`src/sv/sle_pkg.sv`:
```
// ---------------------------------------------------------------------------
// Sequential list engine package
// Shared constants, command codes and the per-cell action type.
// ---------------------------------------------------------------------------
package sle_pkg;

   localparam int DEPTH_DEF = 256;
   localparam int DATA_W    = 32;
   localparam int MODE_W    = 4;
   localparam int POS_W     = 8;
   localparam int STATUS_W  = 2;
   localparam int FIDX_W    = 8;
   localparam int COUNT_W   = 9;

   localparam logic [MODE_W-1:0] MODE_PUSH_BACK    = 4'd0;
   localparam logic [MODE_W-1:0] MODE_PUSH_FRONT   = 4'd1;
   localparam logic [MODE_W-1:0] MODE_POP_BACK     = 4'd2;
   localparam logic [MODE_W-1:0] MODE_POP_FRONT    = 4'd3;
   localparam logic [MODE_W-1:0] MODE_INSERT       = 4'd4;
   localparam logic [MODE_W-1:0] MODE_ERASE        = 4'd5;
   localparam logic [MODE_W-1:0] MODE_FIND         = 4'd6;
   localparam logic [MODE_W-1:0] MODE_MODIFY       = 4'd7;
   localparam logic [MODE_W-1:0] MODE_REMOVE_FIRST = 4'd8;
   localparam logic [MODE_W-1:0] MODE_REMOVE_ALL   = 4'd9;
   localparam logic [MODE_W-1:0] MODE_SORT         = 4'd10;
   localparam logic [MODE_W-1:0] MODE_BSEARCH      = 4'd11;

   localparam logic [STATUS_W-1:0] STAT_OK    = 2'd0;
   localparam logic [STATUS_W-1:0] STAT_FULL  = 2'd1;
   localparam logic [STATUS_W-1:0] STAT_EMPTY = 2'd2;
   localparam logic [STATUS_W-1:0] STAT_RANGE = 2'd3;

   typedef enum logic [2:0] {
      ACT_HOLD,
      ACT_LOAD,
      ACT_LEFT,
      ACT_RIGHT,
      ACT_SORT_LO,
      ACT_SORT_HI
   } cell_act_type;

   typedef struct packed {
      logic load_en;
      logic up_en;
      logic dn_en;
      logic sort_en;
      logic phase;
   } chain_ctl_type;

endpackage

```
`src/sv/sle_cell.sv`:
```
// ---------------------------------------------------------------------------
// List cell
// Holds one entry, moves data to or from its neighbors and compares its
// entry with the search value.
// ---------------------------------------------------------------------------
module sle_cell import sle_pkg::*; (
   input  logic                     clock,
   input  cell_act_type             act,
   input  logic signed [DATA_W-1:0] load_value,
   input  logic signed [DATA_W-1:0] left_data,
   input  logic signed [DATA_W-1:0] right_data,
   output logic signed [DATA_W-1:0] data,
   output logic                     eq,
   output logic                     lt
);

   logic signed [DATA_W-1:0] data_ff;
   logic signed [DATA_W-1:0] data_in;

   always_comb begin
      data_in = data_ff;
      case (act)
         ACT_HOLD:    data_in = data_ff;
         ACT_LOAD:    data_in = load_value;
         ACT_LEFT:    data_in = left_data;
         ACT_RIGHT:   data_in = right_data;
         ACT_SORT_LO: if (right_data < data_ff) data_in = right_data;
         ACT_SORT_HI: if (data_ff < left_data) data_in = left_data;
         default:     data_in = data_ff;
      endcase
   end

   always_ff @(posedge clock) begin
      data_ff <= data_in;
   end

   assign data = data_ff;
   assign eq   = (data_ff == load_value);
   assign lt   = (data_ff < load_value);

endmodule

```
`config.mk`:
```
export PLATFORM = sky130hd
export DESIGN_NAME = sle_cell
export DESIGN_NICKNAME = d
export VERILOG_FILES = /design/src/sv/sle_pkg.sv /design/src/sv/sle_cell.sv
export SDC_FILE = /design/constraint.sdc
export NUM_CORES = 1
export LEC_CHECK = 0
export BUFFER_PORTS_ARGS = -buffer_cell sky130_fd_sc_hd__buf_2
export CAP_MARGIN = 30
export CELL_PAD_IN_SITES_DETAIL_PLACEMENT = 0
export CELL_PAD_IN_SITES_GLOBAL_PLACEMENT = 1
export CORE_MARGIN = 8
export CORE_UTILIZATION = 38
export CTS_CLUSTER_DIAMETER = 60
export DETAILED_ROUTE_END_ITERATION = 16
export GPL_TIMING_DRIVEN = 0
export PLACE_DENSITY_LB_ADDON = 0.1
export SETUP_SLACK_MARGIN = 0.05
export SYNTH_ARGS = -nofsm -noshare
export SYNTH_HDL_FRONTEND = slang
export SYNTH_SLANG_ARGS = --single-unit
```
`constraint.sdc`:
```
create_clock -name clock -period 5.5 [get_ports clock]
set_clock_uncertainty 0.1 [all_clocks]
set_input_delay 0.55 -clock clock [delete_from_list [all_inputs] [get_ports clock]]
set_output_delay 0.55 -clock clock [all_outputs]
set_load 0.1 [all_outputs]
```
**After elaboration in Yosys (flattened, before gate mapping)**

Index checks and enable logic that the tools add are counted.

- Output and inout bits: 34
- Input bits: 100
- Flip-flop bits (word level): 32
- Word-level logic and storage cells: 17

- Reduce and logical (&&, ||, !) cells: 2
- Order comparisons: 3
- Multiplexer cells: 3
- Equal/unequal tests: 8

Operators by type and width:

| cell | number |
|---|---|
| 32-bit case mux with 5 select lines | 1 |
| 32-bit < comparator | 3 |
| 32-bit 2-to-1 mux | 2 |
| 32-bit equality test | 1 |
| 3-bit by 2-bit equality test with 1-bit output, second input constant | 2 |
| 3-bit equality test, second input constant | 2 |
| 5-bit nonzero test | 1 |
| 2-bit != test, second input constant | 2 |
| 3-bit by 1-bit equality test with 1-bit output, second input constant | 1 |
| 3-bit AND reduction | 1 |

**Logic depth before layout (Yosys ltp)**

Gate-level depths: netlist (run 1).

- Word-level depth: 3
- Gate-level depth with buffers: 8
- Depth with buffers taken out: 8

**Worst setup path after synthesis (run 1)**

Ideal clock, no wire load.

- Kind: register to register
- Start: reg data_ff[17], in the netlist data[17]
- End: reg data_ff[0], in the netlist data[0], enable pin
- Buffers on the path: 0
- Setup slack: 595 ps
- Required time: 4,950 ps
- Setup time: 450 ps
- Cell stages (with the launch flop): 9
- Data arrival time: 4,355 ps
- Clock period less this slack: 4,905 ps
- Cells stage by stage: edfxtp_1 > inv_1 > ha_1 > a21o_1 > a21o_1 > a21o_1 > a2111oi_0 > a21oi_1 > a2111oi_2

- Word-level cells in the longest chain between the ends: 3
- Elaborated cells between the ends (all ways): 5
- Classes of those cells: order compare (2); eq/ne (2); reduce/logical (1)

RTL lines:

| item | line | source |
|---|---|---|
| from (decl) | sle_cell.sv:17 | `logic signed [DATA_W-1:0] data_ff;` |
| from (signal assigned) | sle_cell.sv:34 | `data_ff <= data_in;` |
| 32-bit < comparator, on equally long branches | sle_cell.sv:28, sle_cell.sv:27 |  |
| 2-bit != test (no source line) | -- |  |
| 3-bit AND reduction (no source line) (*) | -- |  |

Mark *: on every way between the ends. The rest lies on a longest branch, timed or not.
A chain may end at the register's enable or synchronous reset.

**Worst setup path in the final report (run 1)**

- Start: reg data_ff[31], in the netlist data[31]
- End: out lt

- Word-level cells in the longest chain between the ends: 1

RTL lines:

| item | line | source |
|---|---|---|
| 32-bit < comparator | sle_cell.sv:39 | `assign lt = (data_ff < load_value);` |
| to (decl) | sle_cell.sv:14 | `output logic lt` |

No other way between the ends.

==> flow_summary.toml, run 1 <==
[run_status]
status = "completed"

[setup_path]
cp.required_ns = 4.85
path_class = "reg2out"
crit_path_end_kind = "output port"
path_max_fanout = 4
worstReg2RegEnd = "data[17]"
worstSetupStartpointType = "register"
rr_startpoint = "data[2]"
r2r_cells = 9
critical_path_arrival_ns = 3.05
rrSetupSlack_ns = 2.21

[power_and_ir_drop]
p_seq_frac = 0.268
ir_drop_v = 0.000128
p_int_mw = 0.683
total_leakage_power_nw = 2.78
combPwrFrac = 0.518
power.total_mw = 1.30
p_sw_frac = 0.473
power_per_cell_area_nw_per_um2 = 244
switchingPower_mw = 0.613
pwr-share-clk = 0.213

[clock_tree]
cts_buffers = 5
ctsResizeCount = 0
cts_sinks = 32
cts_tree = "done"
insertion_delay_ns = 0.29
root_buffer = "clkbuf_16"
clockBufferDepth = 2
post-cts-setup-buffers = 0
cts_hold_buf = 0
htreeDepth = 2
cts.reportedPaths.clkPinSlew_ns = 0.06

[route]
routed_wl_um = 14100
ant_nets = 0
drc = 0
drt_iter0_markers = 232
vias_per_cell = 5.30
vias = 4279
wire_per_inst_um = 17.4
dr.pass1.iters = 4

[hold_path]
hold_class = "in2reg"
holdPathStages = 3
min_from = "load_value[14]"
hold-path-endpoint = "data[14]"

[timing]
drv_slew = 0
period_minus_slack_ns = 3.70
worstMarginPinSlew_ns = 0.607
finalHoldViolCount = 0
slew_headroom = 0.596
setup_viol = 0
rsz0062_at_grt = "no"
period_share = 0.673
clock.fmax_mhz = 270

[floorplan]
dieArea_um2 = 15000
start_util = 0.383
num_rows = 39
dieWidth_um = 122
fp.dieH_um = 122
fp.coreArea_um2 = 11200
num_io_pins = 134

[synth]
synth_edf_count = 32
syn_inst = 523
synth_seq_area_share = 0.224
ys_warn_count = 0
ys_seq_elements = 32
syn_avg_cell_area_um2 = 8.22
ys_dominant_reg_cell = "edfxtp_1"
synth_fp_nets = 717
synth_async_sr_flop_share = 0
synth_area_um2 = 4300
ys_types = 43

[grt]
grt_max_degree = 13
grtUsageTotal = 0.189
grt_overflow = 0
antenna_found_initial = 0
grt_pass1_wl_um = 22400
grt_pass1_vias = 4542

[finish]
layoutNonFillerInstCount = 807
final_core_util = 0.474
multiInputGateArea_um2 = 2910
ff_latch_area_um2 = 961
num-nets-final = 857
largest_register_ff_count = 32
drive_above_1_share = 0.255
areaGrowthSynthToFinish_pct = 23.6
n_antenna_cell = 0
fillers = 1138

[placed_design]
gp_congestion = 0.907
place_inst = 799
hpwl_um = 11800
io_buffers = 130

[job]
max-cap-violations = 0
[cell usage after synthesis (2+ instances only)]
master / number / area, µm²
nor2b_1: 2 / 12.5
o21a_1: 2 / 15.0
buf_2: 5 / 25.0
nand2b_1: 3 / 18.8
nor3_1: 9 / 45.0
nand3_1: 9 / 45.0
a211o_1: 2 / 17.5
nand2_1: 32 / 120
clkbuf_1: 11 / 41.3
inv_1: 96 / 360
nand4_1: 16 / 100
nor2_1: 18 / 67.6
a31oi_1: 2 / 12.5
a2111oi_0: 2 / 17.5
a211oi_1: 8 / 60.1
o21ai_0: 32 / 160
ha_1: 94 / 1180
edfxtp_1: 32 / 961
mux2_2: 20 / 225
o22ai_1: 32 / 200
buf_1: 3 / 11.3
a21o_1: 15 / 113
a21oi_1: 58 / 290
[cell type report]
type,count,area share
Sequential cell,32,0.181
Multi-Input combinational cell,376,0.548
Timing Repair Buffer,133,0.129
Buffer,19,0.0146
Inverter,96,0.0678
Clock buffer,7,0.0250
Tap cell,143,0.0337
Clock inverter,1,0.000706
[how the worst max path moves through the flow]
stage / start / cells after the start / endpoint
3_5_place_dp: load_value[31] / 10 / lt
4_1_cts: data[31] / 8 / lt
6_report: data[31] / 8 / lt
3_3_place_gp: left_data[2] / 9 / data[6]
2_1_floorplan: data[17] / 8 / data[0]
5_1_grt: data[31] / 8 / lt
[worst max-delay path, cell delays in order, from the launching register on]
cell and delay (ns):
edfxtp_1 0.46, ha_1 0.35, nand4_1 0.16, nor2_1 0.15, nand3_1 0.20, or4_4 0.52, o311ai_4 0.24, mux2i_1 0.23
buf_2 0.45
[cells by family after synthesis]
group / count (synthesis) / synth area share
buffers and inverters: 115 / 0.102
adder cells (fa/ha/maj): 94 / 0.274
AND/OR/NAND/NOR: 96 / 0.109
flip-flops: 32 / 0.224
AO/OA/AOI/OAI: 165 / 0.237
multiplexers: 21 / 0.0547
[layout by cell type, fill, tap and decap left out, types with 2 or more instances in the layout]
master     count
nor3_1         9
a2111oi_0      2
o21ai_0       32
a211oi_1       8
a211o_1        2
a31oi_1        2
nand2_1       32
nand3_1        9
nor2b_1        2
ha_1          94
inv_1         96
o21a_1         2
a21o_1        15
edfxtp_1      32
nand2b_1       3
a21oi_1       58
clkbuf_1      13
buf_2        135
clkbuf_16      5
o22ai_1       32
mux2_2        20
buf_1          3
buf_6          2
nor2_1        18
nand4_1       16
[stage by stage]
step	setup WS, ns	instance area [µm²]	setup TNS, ns	hold slack (ns)
2_1_floorplan	0.595	4300	0	0.695
3_3_place_gp	-0.696	5130	-22.21	0.790
3_5_place_dp	1.85	5180	0	0.798
4_1_cts	1.75	5320	0	0.500
5_1_grt	1.66	5320	0	0.523
6_report	1.80	5320	0	0.506
[power by group through the flow]
stage | clock, mW | combinational, mW | sequential (mW)
floorplan | 0 | 0.293 | 0.553
global route | 0.293 | 0.742 | 0.353
detailed placement | 0 | 0.673 | 0.353
finish | 0.277 | 0.672 | 0.348
CTS | 0.285 | 0.677 | 0.348
global placement | 0 | 0.658 | 0.356
[metal layers]
| metal | vias to the layer above | part of all wire | global-route usage |
|---|---|---|---|
| li1 | 2177 | - | - |
| met4 | 0 | 0.019 | 0.0617 |
| met1 | 1978 | 0.43 | 0.228 |
| met2 | 111 | 0.48 | 0.327 |
| met5 | - | 0 | 0 |
| met3 | 13 | 0.069 | 0.0400 |
Note: power is estimated with default switching activity, not from simulation.
==> run 2: changes to the inputs <==
--- a/config.mk
+++ b/config.mk
@@ -5,12 +5,13 @@
 export SDC_FILE = /design/constraint.sdc
 export NUM_CORES = 1
 export LEC_CHECK = 0
+export ABC_AREA = 1
 export BUFFER_PORTS_ARGS = -buffer_cell sky130_fd_sc_hd__buf_2
 export CAP_MARGIN = 30
 export CELL_PAD_IN_SITES_DETAIL_PLACEMENT = 0
 export CELL_PAD_IN_SITES_GLOBAL_PLACEMENT = 1
 export CORE_MARGIN = 8
-export CORE_UTILIZATION = 38
+export CORE_UTILIZATION = 34
 export CTS_CLUSTER_DIAMETER = 60
 export DETAILED_ROUTE_END_ITERATION = 16
 export GPL_TIMING_DRIVEN = 0
==> constraint.sdc (replaced) <==
create_clock -name clock -period 3.3 [get_ports clock]
set_clock_uncertainty 0.1 [all_clocks]
set_input_delay 0.33 -clock clock [delete_from_list [all_inputs] [get_ports clock]]
set_output_delay 0.33 -clock clock [all_outputs]
set_load 0.1 [all_outputs]
==> flow_summary.toml, run 2 <==
[setup_path]
worstSetupStartpointType = "register"
cp.required_ns = 2.87
path_max_fanout = 4
crit_path_end_kind = "output port"
path_class = "reg2out"
critical_path_arrival_ns = 2.50

[grt]
grt_pass1_vias = 4223
grt_overflow = 0
antenna_found_initial = 0
grtUsageTotal = 0.161
grt_pass1_wl_um = 21100
grt_max_degree = 20

[synth]
synth.area.top_cells = "ha_1 (28%), edfxtp_1 (23%), inv_1 (11%)"
netlist.area_leader.share = 0.281
synth_fp_nets = 719
ys_types = 28
synth_async_sr_flop_share = 0
ys_warn_count = 0
synth_top_area_cell = "ha_1"
ys_dominant_reg_cell = "edfxtp_1"
synth_edf_count = 32
syn_avg_cell_area_um2 = 7.98
ys_top_cells_by_count = "inv_1 (120), nand2_1 (117), ha_1 (94)"
post-synth-top-count-cell = "inv_1"
syn_inst = 525
synth_seq_area_share = 0.229
ys_seq_elements = 32
synth_area_um2 = 4190

[floorplan]
start_util = 0.349
fp.coreArea_um2 = 12000
fp.dieH_um = 127
dieWidth_um = 127
dieArea_um2 = 16100
num_rows = 40
num_io_pins = 134

[timing]
setup_viol = 0
finalHoldViolCount = 0
fin_ws_ns = 0.375
slew_headroom = 0.639
rsz0062_at_grt = "no"
drv_slew = 0
worstMarginPinSlew_ns = 0.540
clock.fmax_mhz = 342
period_share = 0.886
period_minus_slack_ns = 2.93
fin_setup_tns_ns = 0

[clock_tree]
cts_tree = "done"
ctsResizeCount = 0
post-cts-setup-buffers = 0
root_buffer = "clkbuf_16"
htreeDepth = 2
cts.reportedPaths.clkPinSlew_ns = 0.06
cts_sinks = 32
insertion_delay_ns = 0.29
cts_hold_buf = 0
cts_buffers = 5
clockBufferDepth = 2

[placed_design]
io_buffers = 133
gp_congestion = 0.820
preCtsSetupSlack_ns = 0.491
hpwl_um = 10700

[job]
max-cap-violations = 0

[finish]
areaGrowthSynthToFinish_pct = 24.5
layout_common_cells = "buf_2 (139), inv_1 (120), nand2_1 (117)"
num-nets-final = 860
final_core_util = 0.434
largest_register_ff_count = 32
drive_above_1_share = 0.283
n_antenna_cell = 0
final_common_cell = "buf_2"

[route]
ant_nets = 0
drc = 0
drt_iter0_markers = 145
wire_per_inst_um = 15.7
routed_wl_um = 12700
dr.pass1.iters = 6
vias_per_cell = 4.82
vias = 3908

[hold_path]
hold_class = "in2reg"

[run_status]
status = "completed"

[power_and_ir_drop]
power_per_cell_area_nw_per_um2 = 449
total_leakage_power_nw = 2.88
ir_drop_v = 0.000238
run 2: changes by cell type in the layout (fill, tap and decap cells not counted), sizes merged, moves of 14 or more:
cell | previous run | this run
nand2 | 32 | 118
o221ai | 0 | 32
o22ai | 32 | 0
inv | 96 | 123
o21ai | 33 | 10
mux2 | 20 | 0
a21o | 15 | 0
a21oi | 58 | 44
run 2: layout make-up:
class,count,area [µm²]
buffer,9,63.8
tap,147,184
multi-input combinational,361,2720
timing repair buffer,134,693
sequential,32,961
fill,1294,6800
clock buffer,5,125
inverter,123,464
run 2: metrics by stage:
stage	instance area (µm²)	cells	total power [mW]	hold WS, ns
3_3_place_gp	5060	805	1.88	0.536
2_1_floorplan	4210	525	1.59	0.420
6_report	5210	811	2.34	0.245
3_5_place_dp	5090	806	1.91	0.545
4_1_cts	5210	811	2.38	0.242
5_1_grt	5210	811	2.53	0.253
run 2: worst paths after layout:
path / start / to / slack [ns] / depth (start not counted)
min reg2reg: data[31] / data[13] / 1.11 / 6
min: left_data[0] / data[0] / 0.24 / 3
max: data[13] / lt / 0.37 / 9
max reg2reg: data[5] / data[21] / 0.54 / 13
run 2: worst max-delay path, stage by stage, from the launching register on:
cell and delay, ns:
edfxtp_1 0.45, ha_1 0.33, a21oi_1 0.15, nor2_1 0.05, nor4_1 0.45, nand2_1 0.10
nand2_1 0.09, nand3_1 0.07, nand2_1 0.09, buf_2 0.43
run 2: kinds of logic (layout without fill, tap and decap cells):
family,Yosys count,in the layout,synth area share
buffers and inverters,132,271,0.126
adder cells (fa/ha/maj),94,94,0.281
flip-flops,32,32,0.229
AND/OR/NAND/NOR,177,177,0.178
AO/OA/AOI/OAI,90,90,0.186
run 2: layer usage:
layer / vias to the layer above / track usage / wire length, µm
met2: 84 / 0.261 / 5720
met5: - / 0 / 0
met4: 0 / 0.0392 / 124
met3: 10 / 0.0349 / 579
li1: 2063 / - / -
met1: 1751 / 0.213 / 6280
run 2: report_power, final:
part           switching (mW)  total (mW)  internal (mW)  leakage, nW
Sequential             0.0697       0.604          0.534        0.316
Clock                   0.183       0.451          0.267       0.0616
Combinational           0.923        1.29          0.365         2.50
==> run 3: changes to the inputs <==
--- a/config.mk
+++ b/config.mk
@@ -10,8 +10,8 @@
 export CAP_MARGIN = 30
 export CELL_PAD_IN_SITES_DETAIL_PLACEMENT = 0
 export CELL_PAD_IN_SITES_GLOBAL_PLACEMENT = 1
-export CORE_MARGIN = 8
-export CORE_UTILIZATION = 34
+export CORE_ASPECT_RATIO = 1.1
+export CORE_UTILIZATION = 38
 export CTS_CLUSTER_DIAMETER = 60
 export DETAILED_ROUTE_END_ITERATION = 16
 export GPL_TIMING_DRIVEN = 0
==> constraint.sdc (replaced) <==
create_clock -name clock -period 3.1 [get_ports clock]
set_clock_uncertainty 0.1 [all_clocks]
set_input_delay 0.31 -clock clock [delete_from_list [all_inputs] [get_ports clock]]
set_output_delay 0.31 -clock clock [all_outputs]
set_load 0.1 [all_outputs]
==> flow_summary.toml, run 3 (synthesis gave the netlist of run 2 again) <==
[timing]
period_share = 0.906
worstMarginPinSlew_ns = 0.501
rsz0062_at_grt = "no"
setup_viol = 0
finalHoldViolCount = 0
period_minus_slack_ns = 2.81
slew_headroom = 0.668
drv_slew = 0
clock.fmax_mhz = 356
fin_hold_ws_ns = 0.223

[setup_path]
rr_startpoint = "data[5]"
cpMaxStageDelayCell = "buf_2"
rrSetupSlack_ns = 0.41
critical_path_arrival_ns = 2.40
crit_path_cell_trace = "ha_1 > nand4_1 > nor4_2 > nand2_1 > nor4b_4 > buf_2"
cp.required_ns = 2.69
worstSetupStartpointType = "register"
path_class = "reg2out"
path_max_fanout = 5
r2r_cells = 13
worstReg2RegEnd = "data[7]"
crit_path_end_kind = "output port"
cpPeakStageDelay_ns = 0.46

[clock_tree]
cts.reportedPaths.clkPinSlew_ns = 0.06
root_buffer = "clkbuf_16"
insertion_delay_ns = 0.29
htreeDepth = 2
cts_tree = "done"
cts_hold_buf = 0
cts_sinks = 32
cts_buffers = 5
clockBufferDepth = 2

[finish]
final_core_util = 0.495
n_antenna_cell = 0
drive_above_1_share = 0.285
areaGrowthSynthToFinish_pct = 24.6
layout_common_cells = "buf_2 (138), inv_1 (120), nand2_1 (116)"
ff_latch_area_um2 = 961
final_common_cell = "buf_2"
fillers = 1101
multiInputGateArea_um2 = 2730
largest_register_ff_count = 32
num-nets-final = 860

[floorplan]
num_io_pins = 134
num_rows = 39
fp.dieH_um = 112
dieWidth_um = 102
start_util = 0.397
fp.coreArea_um2 = 10500
dieArea_um2 = 11400

[job]
max-cap-violations = 0

[grt]
grt_overflow = 0
busiest_layer = "met2"
antenna_found_initial = 0
use_met2 = 0.347
grt_max_degree = 23
use_met3 = 0.0268
grtUsageTotal = 0.204
grt_pass1_wl_um = 18000
grt_pass1_vias = 3862
met1_usage = 0.271

[hold_path]
hold_class = "in2reg"
holdPathStages = 3
hold-path-endpoint = "data[6]"
min_from = "right_data[6]"

[power_and_ir_drop]
p_seq_frac = 0.256
combPwrFrac = 0.544
power_per_cell_area_nw_per_um2 = 480
pwr-share-clk = 0.200
p_sw_frac = 0.500
p_int_mw = 1.25
total_leakage_power_nw = 2.88
ir_drop_v = 0.000323
switchingPower_mw = 1.25

[route]
drc = 0
vias = 3925
routed_wl_um = 11200
ant_nets = 0
drt_iter0_markers = 108
vias_per_cell = 4.85
dr.pass1.iters = 4
wire_per_inst_um = 13.8

[placed_design]
gp_congestion = 0.781
io_buffers = 133
hpwl_um = 9290

[run_status]
status = "completed"
-- run 3: worst max-delay path by stage --
| stage | cells past startpoint | start | slack [ns] | end |
|---|---|---|---|---|
| 2_1_floorplan | 5 | data[31] | -0.13 | eq |
| 3_3_place_gp | 12 | data[5] | 0.04 | data[27] |
| 3_5_place_dp | 13 | data[5] | 0.38 | data[5] |
| 4_1_cts | 10 | data[31] | 0.15 | lt |
| 5_1_grt | 11 | data[11] | 0.09 | lt |
| 6_report | 6 | data[31] | 0.29 | eq |
-- run 3: layer usage --
metal | wire, µm | share of wire
met3 | 362 | 0.032
met4 | 111 | 0.0099
met1 | 5340 | 0.48
met5 | 0 | 0
met2 | 5350 | 0.48
-- run 3: power groups by stage --
| stage | clock network, mW | logic (mW) | registers, mW |
|---|---|---|---|
| after floorplan | 0 | 0.613 | 1.08 |
| after global placement | 0 | 1.35 | 0.651 |
| after detailed placement | 0 | 1.37 | 0.651 |
| after CTS | 0.521 | 1.37 | 0.642 |
| after global routing | 0.536 | 1.50 | 0.655 |
| final | 0.500 | 1.36 | 0.642 |
-- run 3: cell type report --
| type | instances | share of cell area |
|---|---|---|
| Buffer | 9 | 0.0122 |
| Clock buffer | 7 | 0.0254 |
| Clock inverter | 1 | 0.000719 |
| Inverter | 123 | 0.0889 |
| Multi-Input combinational cell | 361 | 0.523 |
| Sequential cell | 32 | 0.184 |
| Tap cell | 143 | 0.0343 |
| Timing Repair Buffer | 134 | 0.132 |
-- run 3: timing repair --
action,in CTS,in global routing
buffers inserted,0,0
setup endpoints to repair,0,1
gates resized for setup,0,1
-- run 3: critical path, delay by kind of cell (launching register included) --
family / cells / cell delay (ns)
buffers and inverters: 1 / 0.46
AND/OR/NAND/NOR: 4 / 0.79
flip-flops: 1 / 0.45
adder cells (fa/ha/maj): 1 / 0.39
-- run 3: metrics by stage --
step / cells / setup TNS (ns) / power (mW) / area [µm²] / worst slack (ns)
6_report: 810 / 0 / 2.50 / 5220 / 0.291
5_1_grt: 810 / 0 / 2.69 / 5220 / 0.0925
4_1_cts: 810 / 0 / 2.54 / 5220 / 0.147
3_5_place_dp: 802 / 0 / 2.02 / 5080 / 0.375
3_3_place_gp: 801 / 0 / 2.00 / 5060 / 0.0422
2_1_floorplan: 525 / -0.128 / 1.69 / 4220 / -0.128
